--- config.mk ---
export PLATFORM = sky130hd
export DESIGN_NAME = morse_text_decoder
export DESIGN_NICKNAME = d
export VERILOG_FILES = /design/src/hdl/morse_pkg.sv /design/src/hdl/morse_front.sv /design/src/hdl/morse_queue.sv /design/src/hdl/morse_back.sv /design/src/hdl/morse_text_decoder.sv
export SDC_FILE = /design/constraint.sdc
export NUM_CORES = 1
export LEC_CHECK = 0
export BUFFER_PORTS_ARGS = -buffer_cell sky130_fd_sc_hd__buf_2
export CAP_MARGIN = 20
export CORE_MARGIN = 2
export CORE_UTILIZATION = 42
export DETAILED_ROUTE_END_ITERATION = 12
export PLACE_DENSITY_LB_ADDON = 0.3
export SYNTH_ARGS = -nofsm -noshare
export SYNTH_HDL_FRONTEND = slang
export SYNTH_SLANG_ARGS = --single-unit
--- constraint.sdc ---
create_clock -name clock -period 2.9 [get_ports clock]
set_clock_uncertainty 0.15 [all_clocks]
set_input_delay 0 -clock clock [delete_from_list [all_inputs] [get_ports clock]]
set_output_delay 0 -clock clock [all_outputs]
set_load 0.01 [all_outputs]
--- src/hdl/morse_pkg.sv ---
// ----------------------------------------------------------------------------
// Morse decoder package
// Shared constants, command types and the letter/digit code table.
// ----------------------------------------------------------------------------
package morse_pkg;

   // Number of symbols kept per group; later symbols are dropped.
   localparam int KEPT_SYMBOLS = 9;
   localparam int COUNT_W      = $clog2(KEPT_SYMBOLS + 1);
   localparam int NUM_CODES    = 36;
   localparam int NUM_LETTERS  = 26;

   // Command queue between the front and back parts.
   localparam int QUEUE_DEPTH = 2;
   localparam int QPTR_W      = (QUEUE_DEPTH > 1) ? $clog2(QUEUE_DEPTH) : 1;
   localparam int QCNT_W      = $clog2(QUEUE_DEPTH + 1);

   // ASCII codes.
   localparam logic [7:0] CH_SPACE   = 8'h20;
   localparam logic [7:0] CH_SLASH   = 8'h2F;
   localparam logic [7:0] CH_DOT     = 8'h2E;
   localparam logic [7:0] CH_DASH    = 8'h2D;
   localparam logic [7:0] CH_NEWLINE = 8'h0A;
   localparam logic [7:0] CH_QUERY   = 8'h3F;
   localparam logic [7:0] CH_UPPER_A = 8'h41;
   localparam logic [7:0] CH_DIGIT_0 = 8'h30;

   // What follows the group result of a command.
   typedef enum logic [1:0] {
      TRAIL_NONE,
      TRAIL_SPACE,
      TRAIL_NEWLINE
   } trailer_type;

   // One command: an optional closed group and an optional trailing character.
   typedef struct packed {
      logic                    has_group;
      logic                    bad;
      logic [COUNT_W-1:0]      count;
      logic [KEPT_SYMBOLS-1:0] bits;
      trailer_type             trailer;
   } cmd_type;

   // Queue status seen by the front part.
   typedef struct packed {
      logic full;
      logic empty;
   } queue_status_type;

   typedef struct packed {
      logic [2:0] len;
      logic [4:0] pat;
   } code_type;

   typedef struct packed {
      logic [7:0] glyph;
      logic       unknown;
   } decoded_type;

   // Code table, letters A to Z then digits 0 to 9.
   // Symbol i sits at bit i, a dash is a one.
   function automatic code_type code_entry(input int unsigned idx);
      code_type e;
      case (idx)
         0:  e = '{3'd2, 5'd2};
         1:  e = '{3'd4, 5'd1};
         2:  e = '{3'd4, 5'd5};
         3:  e = '{3'd3, 5'd1};
         4:  e = '{3'd1, 5'd0};
         5:  e = '{3'd4, 5'd4};
         6:  e = '{3'd3, 5'd3};
         7:  e = '{3'd4, 5'd0};
         8:  e = '{3'd2, 5'd0};
         9:  e = '{3'd4, 5'd14};
         10: e = '{3'd3, 5'd5};
         11: e = '{3'd4, 5'd2};
         12: e = '{3'd2, 5'd3};
         13: e = '{3'd2, 5'd1};
         14: e = '{3'd3, 5'd7};
         15: e = '{3'd4, 5'd6};
         16: e = '{3'd4, 5'd11};
         17: e = '{3'd3, 5'd2};
         18: e = '{3'd3, 5'd0};
         19: e = '{3'd1, 5'd1};
         20: e = '{3'd3, 5'd4};
         21: e = '{3'd4, 5'd8};
         22: e = '{3'd3, 5'd6};
         23: e = '{3'd4, 5'd9};
         24: e = '{3'd4, 5'd13};
         25: e = '{3'd4, 5'd3};
         26: e = '{3'd5, 5'd31};
         27: e = '{3'd5, 5'd30};
         28: e = '{3'd5, 5'd28};
         29: e = '{3'd5, 5'd24};
         30: e = '{3'd5, 5'd16};
         31: e = '{3'd5, 5'd0};
         32: e = '{3'd5, 5'd1};
         33: e = '{3'd5, 5'd3};
         34: e = '{3'd5, 5'd7};
         35: e = '{3'd5, 5'd15};
         default: e = '{3'd7, 5'd0};
      endcase
      return e;
   endfunction

   // Match a closed group against all codes in parallel.
   // Symbols above the group length are always zero, so the low five bits
   // and the length identify a code.
   function automatic decoded_type decode_group(
      input logic [KEPT_SYMBOLS-1:0] bits,
      input logic [COUNT_W-1:0]      count,
      input logic                    bad
   );
      decoded_type res;
      code_type    e;
      res.glyph   = CH_QUERY;
      res.unknown = 1'b1;
      for (int i = 0; i < NUM_CODES; i++) begin
         e = code_entry(i);
         if (!bad && count == COUNT_W'(e.len) && bits[4:0] == e.pat) begin
            res.unknown = 1'b0;
            if (i < NUM_LETTERS) begin
               res.glyph = CH_UPPER_A + 8'(i);
            end else begin
               res.glyph = CH_DIGIT_0 + 8'(i - NUM_LETTERS);
            end
         end
      end
      return res;
   endfunction

endpackage

--- src/hdl/morse_front.sv ---
// ----------------------------------------------------------------------------
// Morse decoder front part
// Accepts input bytes, gathers symbol groups and issues decode commands.
// ----------------------------------------------------------------------------
module morse_front (
   input  logic                      clock,
   input  logic                      reset,
   input  logic                      req_tvalid,
   output logic                      req_tready,
   input  logic [7:0]                req_tdata,   // in_char
   input  logic                      req_tuser,   // end_of_message
   input  morse_pkg::queue_status_type queue_status,
   output logic                      push_valid,
   output morse_pkg::cmd_type        push_cmd
);

   logic [morse_pkg::KEPT_SYMBOLS-1:0] bits_ff, bits_in;
   logic [morse_pkg::COUNT_W-1:0]      count_ff, count_in;
   logic                               bad_ff, bad_in;
   logic                               accept;
   logic                               is_slash;
   logic                               is_close;

   // Input transfers wait only on room in the command queue.
   assign req_tready = !queue_status.full;
   assign accept     = req_tvalid && req_tready;
   assign is_slash   = (req_tdata == morse_pkg::CH_SLASH);
   assign is_close   = is_slash || (req_tdata == morse_pkg::CH_SPACE);

   // Classify the byte and build the command for the back part.
   always_comb begin
      bits_in           = bits_ff;
      count_in          = count_ff;
      bad_in            = bad_ff;
      push_valid        = 1'b0;
      push_cmd.has_group = (count_ff != '0);
      push_cmd.bad      = bad_ff;
      push_cmd.count    = count_ff;
      push_cmd.bits     = bits_ff;
      push_cmd.trailer  = morse_pkg::TRAIL_NONE;
      if (accept) begin
         if (req_tuser || is_close) begin
            bits_in  = '0;
            count_in = '0;
            bad_in   = 1'b0;
            if (req_tuser) begin
               push_cmd.trailer = morse_pkg::TRAIL_NEWLINE;
               push_valid       = 1'b1;
            end else if (is_slash) begin
               push_cmd.trailer = morse_pkg::TRAIL_SPACE;
               push_valid       = 1'b1;
            end else begin
               push_valid = (count_ff != '0);
            end
         end else if (count_ff < morse_pkg::COUNT_W'(morse_pkg::KEPT_SYMBOLS)) begin
            if (req_tdata == morse_pkg::CH_DASH) begin
               bits_in = bits_ff | (morse_pkg::KEPT_SYMBOLS'(1) << count_ff);
            end else if (req_tdata != morse_pkg::CH_DOT) begin
               bad_in = 1'b1;
            end
            count_in = count_ff + morse_pkg::COUNT_W'(1);
         end
      end
   end

   // Group state.
   always_ff @(posedge clock) begin
      if (reset) begin
         bits_ff  <= '0;
         count_ff <= '0;
         bad_ff   <= 1'b0;
      end else begin
         bits_ff  <= bits_in;
         count_ff <= count_in;
         bad_ff   <= bad_in;
      end
   end

endmodule

--- src/hdl/morse_queue.sv ---
// ----------------------------------------------------------------------------
// Morse decoder command queue
// Short first-in first-out buffer between the front and back parts.
// ----------------------------------------------------------------------------
module morse_queue (
   input  logic                       clock,
   input  logic                       reset,
   input  logic                       push_valid,
   input  morse_pkg::cmd_type         push_cmd,
   input  logic                       pop,
   output logic                       head_valid,
   output morse_pkg::cmd_type         head_cmd,
   output morse_pkg::queue_status_type queue_status
);

   morse_pkg::cmd_type             slot_ff [morse_pkg::QUEUE_DEPTH];
   logic [morse_pkg::QPTR_W-1:0]   wr_ptr_ff, wr_ptr_in;
   logic [morse_pkg::QPTR_W-1:0]   rd_ptr_ff, rd_ptr_in;
   logic [morse_pkg::QCNT_W-1:0]   fill_ff, fill_in;
   logic                           do_push;
   logic                           do_pop;

   assign queue_status.full  = (fill_ff == morse_pkg::QCNT_W'(morse_pkg::QUEUE_DEPTH));
   assign queue_status.empty = (fill_ff == '0);
   assign head_valid         = !queue_status.empty;
   assign head_cmd           = slot_ff[rd_ptr_ff];
   assign do_push            = push_valid && !queue_status.full;
   assign do_pop             = pop && head_valid;

   // Pointer and fill bookkeeping.
   always_comb begin
      wr_ptr_in = wr_ptr_ff;
      rd_ptr_in = rd_ptr_ff;
      fill_in   = fill_ff;
      if (do_push) begin
         if (wr_ptr_ff == morse_pkg::QPTR_W'(morse_pkg::QUEUE_DEPTH - 1)) begin
            wr_ptr_in = '0;
         end else begin
            wr_ptr_in = wr_ptr_ff + morse_pkg::QPTR_W'(1);
         end
      end
      if (do_pop) begin
         if (rd_ptr_ff == morse_pkg::QPTR_W'(morse_pkg::QUEUE_DEPTH - 1)) begin
            rd_ptr_in = '0;
         end else begin
            rd_ptr_in = rd_ptr_ff + morse_pkg::QPTR_W'(1);
         end
      end
      if (do_push && !do_pop) begin
         fill_in = fill_ff + morse_pkg::QCNT_W'(1);
      end else if (do_pop && !do_push) begin
         fill_in = fill_ff - morse_pkg::QCNT_W'(1);
      end
   end

   always_ff @(posedge clock) begin
      if (reset) begin
         wr_ptr_ff <= '0;
         rd_ptr_ff <= '0;
         fill_ff   <= '0;
      end else begin
         wr_ptr_ff <= wr_ptr_in;
         rd_ptr_ff <= rd_ptr_in;
         fill_ff   <= fill_in;
      end
   end

   // Command slots carry payload only.
   always_ff @(posedge clock) begin
      if (do_push) begin
         slot_ff[wr_ptr_ff] <= push_cmd;
      end
   end

endmodule

--- src/hdl/morse_back.sv ---
// ----------------------------------------------------------------------------
// Morse decoder back part
// Decodes queued groups and sends result characters through an output register.
// ----------------------------------------------------------------------------
module morse_back (
   input  logic               clock,
   input  logic               reset,
   input  logic               head_valid,
   input  morse_pkg::cmd_type head_cmd,
   output logic               pop,
   output logic               rsp_tvalid,
   input  logic               rsp_tready,
   output logic [7:0]         rsp_tdata,   // out_char
   output logic               rsp_tuser,   // unknown
   output logic               rsp_tlast    // last_in_run
);

   logic                   valid_ff, valid_in;
   logic                   group_done_ff, group_done_in;
   logic [7:0]             char_ff, char_in;
   logic                   unknown_ff, unknown_in;
   logic                   last_ff, last_in;
   logic                   load;
   morse_pkg::decoded_type decoded;

   assign rsp_tvalid = valid_ff;
   assign rsp_tdata  = char_ff;
   assign rsp_tuser  = unknown_ff;
   assign rsp_tlast  = last_ff;

   assign decoded = morse_pkg::decode_group(head_cmd.bits, head_cmd.count, head_cmd.bad);

   // The output register takes a new result when empty or being drained.
   assign load = head_valid && (!valid_ff || rsp_tready);

   // Pick the group result first, then the trailing character.
   always_comb begin
      valid_in      = valid_ff && !rsp_tready;
      group_done_in = group_done_ff;
      char_in       = char_ff;
      unknown_in    = unknown_ff;
      last_in       = last_ff;
      pop           = 1'b0;
      if (load) begin
         valid_in = 1'b1;
         if (head_cmd.has_group && !group_done_ff) begin
            char_in    = decoded.glyph;
            unknown_in = decoded.unknown;
            last_in    = (head_cmd.trailer == morse_pkg::TRAIL_NONE);
            if (head_cmd.trailer == morse_pkg::TRAIL_NONE) begin
               pop = 1'b1;
            end else begin
               group_done_in = 1'b1;
            end
         end else begin
            case (head_cmd.trailer)
               morse_pkg::TRAIL_SPACE:   char_in = morse_pkg::CH_SPACE;
               morse_pkg::TRAIL_NEWLINE: char_in = morse_pkg::CH_NEWLINE;
               default:                  char_in = morse_pkg::CH_QUERY;
            endcase
            unknown_in    = 1'b0;
            last_in       = 1'b1;
            pop           = 1'b1;
            group_done_in = 1'b0;
         end
      end
   end

   always_ff @(posedge clock) begin
      if (reset) begin
         valid_ff      <= 1'b0;
         group_done_ff <= 1'b0;
      end else begin
         valid_ff      <= valid_in;
         group_done_ff <= group_done_in;
      end
   end

   always_ff @(posedge clock) begin
      char_ff    <= char_in;
      unknown_ff <= unknown_in;
      last_ff    <= last_in;
   end

endmodule

--- src/hdl/morse_text_decoder.sv ---
// A command is registered in the command queue, then its result in the output register.
// Throughput: one input byte per cycle unless the queue is full; one result per cycle
// unless stalled; a slash or end-of-message item with two results sends them in turn.
// The two-entry command queue sets how far the front part can run ahead of the back part.
// Reset clears the symbol group, the command queue and the output register.
// ----------------------------------------------------------------------------
// Morse text decoder
// Turns a stream of Morse text bytes into decoded letters, digits and spacing.
// ----------------------------------------------------------------------------
module morse_text_decoder (
   input  logic       clock,
   input  logic       reset,
   input  logic       req_tvalid,
   output logic       req_tready,
   input  logic [7:0] req_tdata,   // [7:0] in_char
   input  logic       req_tuser,   // [0] end_of_message
   output logic       rsp_tvalid,
   input  logic       rsp_tready,
   output logic [7:0] rsp_tdata,   // [7:0] out_char
   output logic       rsp_tuser,   // [0] unknown
   output logic       rsp_tlast    // last_in_run
);

   logic                        push_valid;
   morse_pkg::cmd_type          push_cmd;
   logic                        pop;
   logic                        head_valid;
   morse_pkg::cmd_type          head_cmd;
   morse_pkg::queue_status_type queue_status;

   morse_front u_front (
      .clock        (clock),
      .reset        (reset),
      .req_tvalid   (req_tvalid),
      .req_tready   (req_tready),
      .req_tdata    (req_tdata),
      .req_tuser    (req_tuser),
      .queue_status (queue_status),
      .push_valid   (push_valid),
      .push_cmd     (push_cmd)
   );

   morse_queue u_queue (
      .clock        (clock),
      .reset        (reset),
      .push_valid   (push_valid),
      .push_cmd     (push_cmd),
      .pop          (pop),
      .head_valid   (head_valid),
      .head_cmd     (head_cmd),
      .queue_status (queue_status)
   );

   morse_back u_back (
      .clock      (clock),
      .reset      (reset),
      .head_valid (head_valid),
      .head_cmd   (head_cmd),
      .pop        (pop),
      .rsp_tvalid (rsp_tvalid),
      .rsp_tready (rsp_tready),
      .rsp_tdata  (rsp_tdata),
      .rsp_tuser  (rsp_tuser),
      .rsp_tlast  (rsp_tlast)
   );

   // The front part never writes a command into a full queue.
   assert property (@(posedge clock) disable iff (reset)
      !(push_valid && queue_status.full))
      else $error("command written into a full queue");

   // An unknown group always shows as a question mark.
   assert property (@(posedge clock) disable iff (reset)
      (rsp_tvalid && rsp_tuser) |-> (rsp_tdata == morse_pkg::CH_QUERY))
      else $error("unknown result without question mark");

   // Space and newline only come as the final, known result of an item.
   assert property (@(posedge clock) disable iff (reset)
      (rsp_tvalid && (rsp_tdata == morse_pkg::CH_SPACE ||
                      rsp_tdata == morse_pkg::CH_NEWLINE)) |-> (rsp_tlast && !rsp_tuser))
      else $error("spacing result not final or flagged unknown");

endmodule
==> results of run 1 <==
stage by stage:
| step | total power (uW) | hold WS, ns | util (%) | setup slack (ns) |
|---|---|---|---|---|
| after floorplan | 1710 | -0.0707 | - | 0.166 |
| after global placement | 1940 | 0.144 | 46.5 | 0.289 |
| after detailed placement | 1950 | 0.159 | 46.5 | 0.283 |
| after CTS | 2460 | 0.0270 | 49.1 | 0.246 |
| after global routing | 2600 | 0.0708 | 49.2 | 0.0997 |
| final | 2460 | 0.0385 | 49.2 | 0.231 |
cells in the mapped netlist (7+ instances only):
cell       n
nor2_1    36
edfxtp_1  35
dfxtp_1   17
nand2_1   16
a21oi_1   15
nor3_1    14
inv_1     11
ha_1      10
o21ai_0   10
o22ai_1   10
nor3b_1    8
nand2b_1   7
nor4b_1    7
cells in the final DEF (no fill, tap or decap), drive strengths merged, types with 4 or more instances in the layout:
| master | count |
|---|---|
| nor2 | 37 |
| nor4b | 7 |
| nor3 | 14 |
| xor2 | 4 |
| ha | 10 |
| dlygate4sd3 | 7 |
| clkbuf | 8 |
| a21oi | 15 |
| nand2 | 16 |
| o22ai | 13 |
| inv | 11 |
| and3 | 4 |
| dfxtp | 17 |
| a22o | 4 |
| nand3 | 6 |
| buf | 30 |
| nand2b | 7 |
| and3b | 5 |
| mux2i | 6 |
| o21ai | 11 |
| nor4 | 4 |
| nor3b | 8 |
| edfxtp | 35 |
worst max-delay path, cell delays in order:
cell and delay [ns]:
dlygate4sd3_1 0.53, buf_2 0.15, or4_1 0.53, a21boi_2 0.19
nor2_1 0.13, nor3_1 0.37, ha_1 0.34, or3_1 0.37
a21oi_1 0.13
sequential cells by signal, indices dropped and copies added, names as in the netlist, named ones only:
| name | cells |
|---|---|
| u_front.bad_ff | 1 |
| u_back.rsp_tlast | 1 |
| u_queue.wr_ptr_ff | 1 |
| u_back.rsp_tdata | 7 |
| u_front.bits_ff | 5 |
| u_back.rsp_tuser | 1 |
| u_back.rsp_tvalid | 1 |
| u_queue.slot_ff | 26 |
| u_front.count_ff | 4 |
| u_queue.rd_ptr_ff | 1 |
| u_back.group_done_ff | 1 |
| u_queue.fill_ff | 2 |
path summary, 6_finish.rpt:
path                            depth (start not counted)                     to                    from
worst min register to register                          0  u_queue.slot_ff[1][5]      u_front.bits_ff[3]
worst min-delay path                                    4         u_front.bad_ff            req_tdata[1]
worst max register to register                          6    u_back.rsp_tdata[4]  u_queue.slot_ff[0][14]
worst max-delay path                                    9     u_queue.fill_ff[1]            req_tdata[0]
power breakdown:
group	total (uW)	switching (uW)	internal, uW
logic	938	541	398
registers	1020	79.9	937
clock network	501	225	275
total	2460	846	1610
cell type report:
type | count | area (um2) | area share, %
tap | 99 | 124 | 3.51
clock buffer | 8 | 123 | 3.48
sequential | 52 | 1390 | 39.5
multi-input combinational | 235 | 1600 | 45.3
timing repair buffer | 37 | 250 | 7.09
inverter | 11 | 41.3 | 1.17
cell families after synthesis:
kind of cell,after synthesis,synth area share [%]
and+or+nand+nor,133,24.4
AOI/OAI and AO/OA,79,19.1
DFF,52,45.0
buffers and inverters,21,3.56
adders and majority gates,10,4.05
muxes,7,2.31
xor gates and xnor gates,5,1.42
other,1,0.121
routing by layer:
metal  up-vias  global-route usage, %
li1       1252                      -
met1      1214                   22.1
met2       118                   28.7
met3        26                   3.44
met4         0                   7.69
met5         -                      0
timing repair:
| item | in CTS | in global routing |
|---|---|---|
| setup endpoints to repair | 0 | 1 |
| endpoints found under the hold margin | 15 | 0 |
| gates resized for setup | 0 | 1 |
| hold buffers | 7 | 0 |
==> impl_results.md, run 1 <==
* Max Slew Vio Count at 0
* Die width at 89.8 um
* Core Footprint at 7180 um2
* Crit path time final at 2.67 ns
* GP Congestion at 1.04
* YS warnings at 0
* CTS tree: yes
* Highest metal used: met4
* Total detailed-routing wirelength at 6850 um
* Placed cell areas at 3330 um2
* Cell count after synthesis at 308
* Main area contributors after synthesis: edfxtp_1, dfxtp_1, nor2_1
* CTS Buf Count at 5
* I/O pins at 25
* Total track usage at 17.3%
* Max clock buf depth at 2
* EDFF count, synth at 35
* Synth-to-layout area growth at 14.1%
* Drt drc at 0
* Filler cell count at 652
* Worst-Skew Late Latency at 0.30 ns
* Nets at 365
* Dpl cells at 427
* Crit Path Class: primary input to register
* Synth async-reset ratio at 0%
* Die area at 8060 um2
* Avg Inst Size Synth at 10.0 um2
* FF+latch count, synth at 52
* Slack of the worst reg-to-reg path at 0.30 ns
* Met3 wire len at 482 um
* Design area at 3530 um2
* Met2 Wirelength at 3250 um
* Reg clk slew, reported paths at 0.09 ns
* Worst vdd rail ir drop at 0.000322 V
* Area share of the largest cell type after synthesis at 34.0%
* CP startpoint kind: primary input
* Setup-failing EPs final at 0
* Largest net degree at the start of global routing at 29
* Post-CTS Setup Inserts at 0
* Critical path endpoint category: register
* Non-filler instance count after layout at 442
* Root Driver: clkbuf_8
* Count of unique library cells instantiated by Yosys at 71
* Post-Route M1 WL at 2900 um
* CTS sink cnt at 52
* Synthesized Nets at 331
* Period Utilization, post-route at 92.0%
* H-tree depth at 2
* Sequential area share after synthesis at 45.0%
* Crit path DAT at 2.76 ns
* Crit-path max FO at 6
* Initial Util at 43.1%
* Cell leakage power at 0.00131 uW
* PD cells at 696 nW/um2
* Yosys top cell by area: edfxtp_1
* Final Hold Viols at 0
* Slew @ Worst Pin at 0.626 ns
* Vias in the first global route at 2,423
* Std-Cell Rows at 31
* Remaining Overflow, GRT at 0
* Via count at 2,610
* Mapped cell area at 3090 um2
* Unrepaired setup endpoints after global routing: false
* 1st-iter DRT viols at 231
* Status: completed
* First-pass GRT wire length at 11,600 um
* Share of cells above drive strength 1 at 15.7%
* MaxCap Viol Count at 0
* Final setup TNS at 0 ns
* Ys flop type: edfxtp_1
* Via density at 5.90
* Remaining antenna violation count at 0
* Fmax achieved at 0.375 GHz
* Hold WC Path Type: primary input to register
* CP Data Required Time at 3.00 ns
* Initial antenna violation count at 0
* Diodes inserted at 0
* Die height at 89.8 um
* Buffers on Ports at 23
* DP HPWL at 5240 um
* Relative slew slack at 57.6%
* WL per Instance at 15.5 um
* DRT Pass-1 Iters at 5
(Power assumes the default switching activity.)
==> run 2: changes to the inputs <==
--- a/config.mk
+++ b/config.mk
@@ -13,4 +13,5 @@
 export PLACE_DENSITY_LB_ADDON = 0.3
 export SYNTH_ARGS = -nofsm -noshare
 export SYNTH_HDL_FRONTEND = slang
+export SYNTH_HIERARCHICAL = 1
 export SYNTH_SLANG_ARGS = --single-unit
==> impl_results.md, run 2 <==
* Crit Path Class: register to register
* CP Data Required Time at 2.80 ns
* Post-CTS Setup Inserts at 0
* Initial antenna violation count at 0
* Worst vdd rail ir drop at 0.000307 V
* Dpl cells at 420
* PD cells at 736 nW/um2
* Top reg by flops: u_queue/slot_ff
* Crit path DAT at 2.64 ns
* Crit path max-delay cell type: or4b_4
* Max Slew Vio Count at 0
* Non-filler instance count after layout at 436
* I/O pins at 25
* Commonest non-fill, non-tap cells in the layout: edfxtp_1, nor2_1, buf_2
* CP bufs+invs at 1
* Synthesized Nets at 320
* Std-Cell Rows at 31
* Cell count after synthesis at 297
* Largest delay share family, worst path: simple AND/OR/NAND/NOR gates
* Layout Utilization at 49.1%
* Max reg flops at 26
* Power, Total at 2600 uW
* Initial Util at 42.9%
* Worst-Skew Late Latency at 0.30 ns
* CP startpoint kind: register
* Crit path time final at 2.74 ns
* Final Hold Viols at 0
* H-tree depth at 2
* Slack of the worst reg-to-reg path at 0.16 ns
* Buffers on Ports at 23
* Max clock buf depth at 2
* Diodes inserted at 0
* Final setup TNS at 0 ns
* Cell leakage power at 0.00130 uW
* Die width at 89.6 um
* Critical Path Max Stage Delay at 0.59 ns
* Hold WC Path Type: primary input to register
* Status: completed
* Vias in the first global route at 2,328
* CTS Buf Count at 5
* GP Congestion at 0.993
* Remaining Overflow, GRT at 0
* Mapped cell area at 3080 um2
* YS warnings at 6
* DRT Pass-1 Iters at 4
* WL per Instance at 14.9 um
* Die height at 89.6 um
* Filler cell count at 669
* Largest net degree at the start of global routing at 19
* Crit-path max FO at 11
* MaxCap Viol Count at 0
* Total detailed-routing wirelength at 6520 um
* Nets at 359
* Commonest non-fill, non-tap cell in the layout: edfxtp_1
* Setup-failing EPs final at 0
* Root Driver: clkbuf_8
* Fmax achieved at 0.365 GHz
* Sequence of cells on the critical path: buf_4, mux2_2, or4b_4, or3_4, a21oi_1, or4_4, a221oi_2
* Reg clk slew, reported paths at 0.09 ns
* Avg Inst Size Synth at 10.4 um2
* Die area at 8030 um2
* Critical path endpoint category: register
* First-pass GRT wire length at 10,900 um
* Synth-to-layout area growth at 14.5%
* Core Footprint at 7180 um2
* Unrepaired setup endpoints after global routing: false
* Period Utilization, post-route at 94.5%
* 1st-iter DRT viols at 101
* CTS sink cnt at 52
* Drt drc at 0
* DP HPWL at 4810 um
* Via density at 5.49
* Total track usage at 17.6%
* CTS tree: yes
* Via count at 2,395
* Share of cells above drive strength 1 at 23.7%
* Remaining antenna violation count at 0
run 2: cell type report:
cell class / count / area (um2) / share of cell area [%]
clock buffers: 5 / 68.8 / 1.95
clock inverters: 3 / 18.8 / 0.532
inverters: 17 / 63.8 / 1.81
multi-input cells: 211 / 1530 / 43.4
flip-flops and latches: 52 / 1390 / 39.5
well taps: 99 / 124 / 3.51
repair buffers: 49 / 330 / 9.37
run 2: repair_timing:
item / CTS / global route
endpoints found under the setup margin: 0 / 2
hold buffers: 8 / 0
resized for setup: 0 / 2
endpoints found under the hold margin: 13 / 0
run 2: worst paths after layout:
kind	cells past startpoint	startpoint	to
setup / recovery	7	register	u_back/rsp_tdata[3]
hold / removal	4	req_tdata[2]	u_front/bad_ff
setup reg to reg	7	register	u_back/rsp_tdata[3]
hold reg to reg	0	u_front/bad_ff	u_queue/slot_ff[0][15]
run 2: metal layers:
| layer | track usage, % | up-vias | wire length, um |
|---|---|---|---|
| met1 | 22.4 | 1120 | 2900 |
| met4 | 8.41 | 0 | 136 |
| met3 | 3.11 | 14 | 264 |
| met2 | 29.0 | 80 | 3210 |
| li1 | - | 1181 | - |
| met5 | 0 | - | 0 |
run 2: power breakdown:
group | total [uW] | internal (uW) | switching [uW]
Combinational | 1160 | 470 | 687
Sequential | 1050 | 987 | 59.5
Clock | 393 | 167 | 226
Total | 2600 | 1620 | 972
run 2: metrics by stage:
step	hold slack, ns	area [um2]	setup WS, ns
finish	0.0244	3530	0.161
global route	0.0405	3530	0.0386
CTS	0.0124	3520	0.159
detailed placement	0.145	3350	0.168
global placement	0.136	3350	0.225
floorplan	-0.0809	3080	0.187
run 2: tightest hold or removal path, cell delays in order:
cell	delay [ns]
buf_2	0.12
nand3_1	0.09
o21ai_0	0.09
a21oi_1	0.13
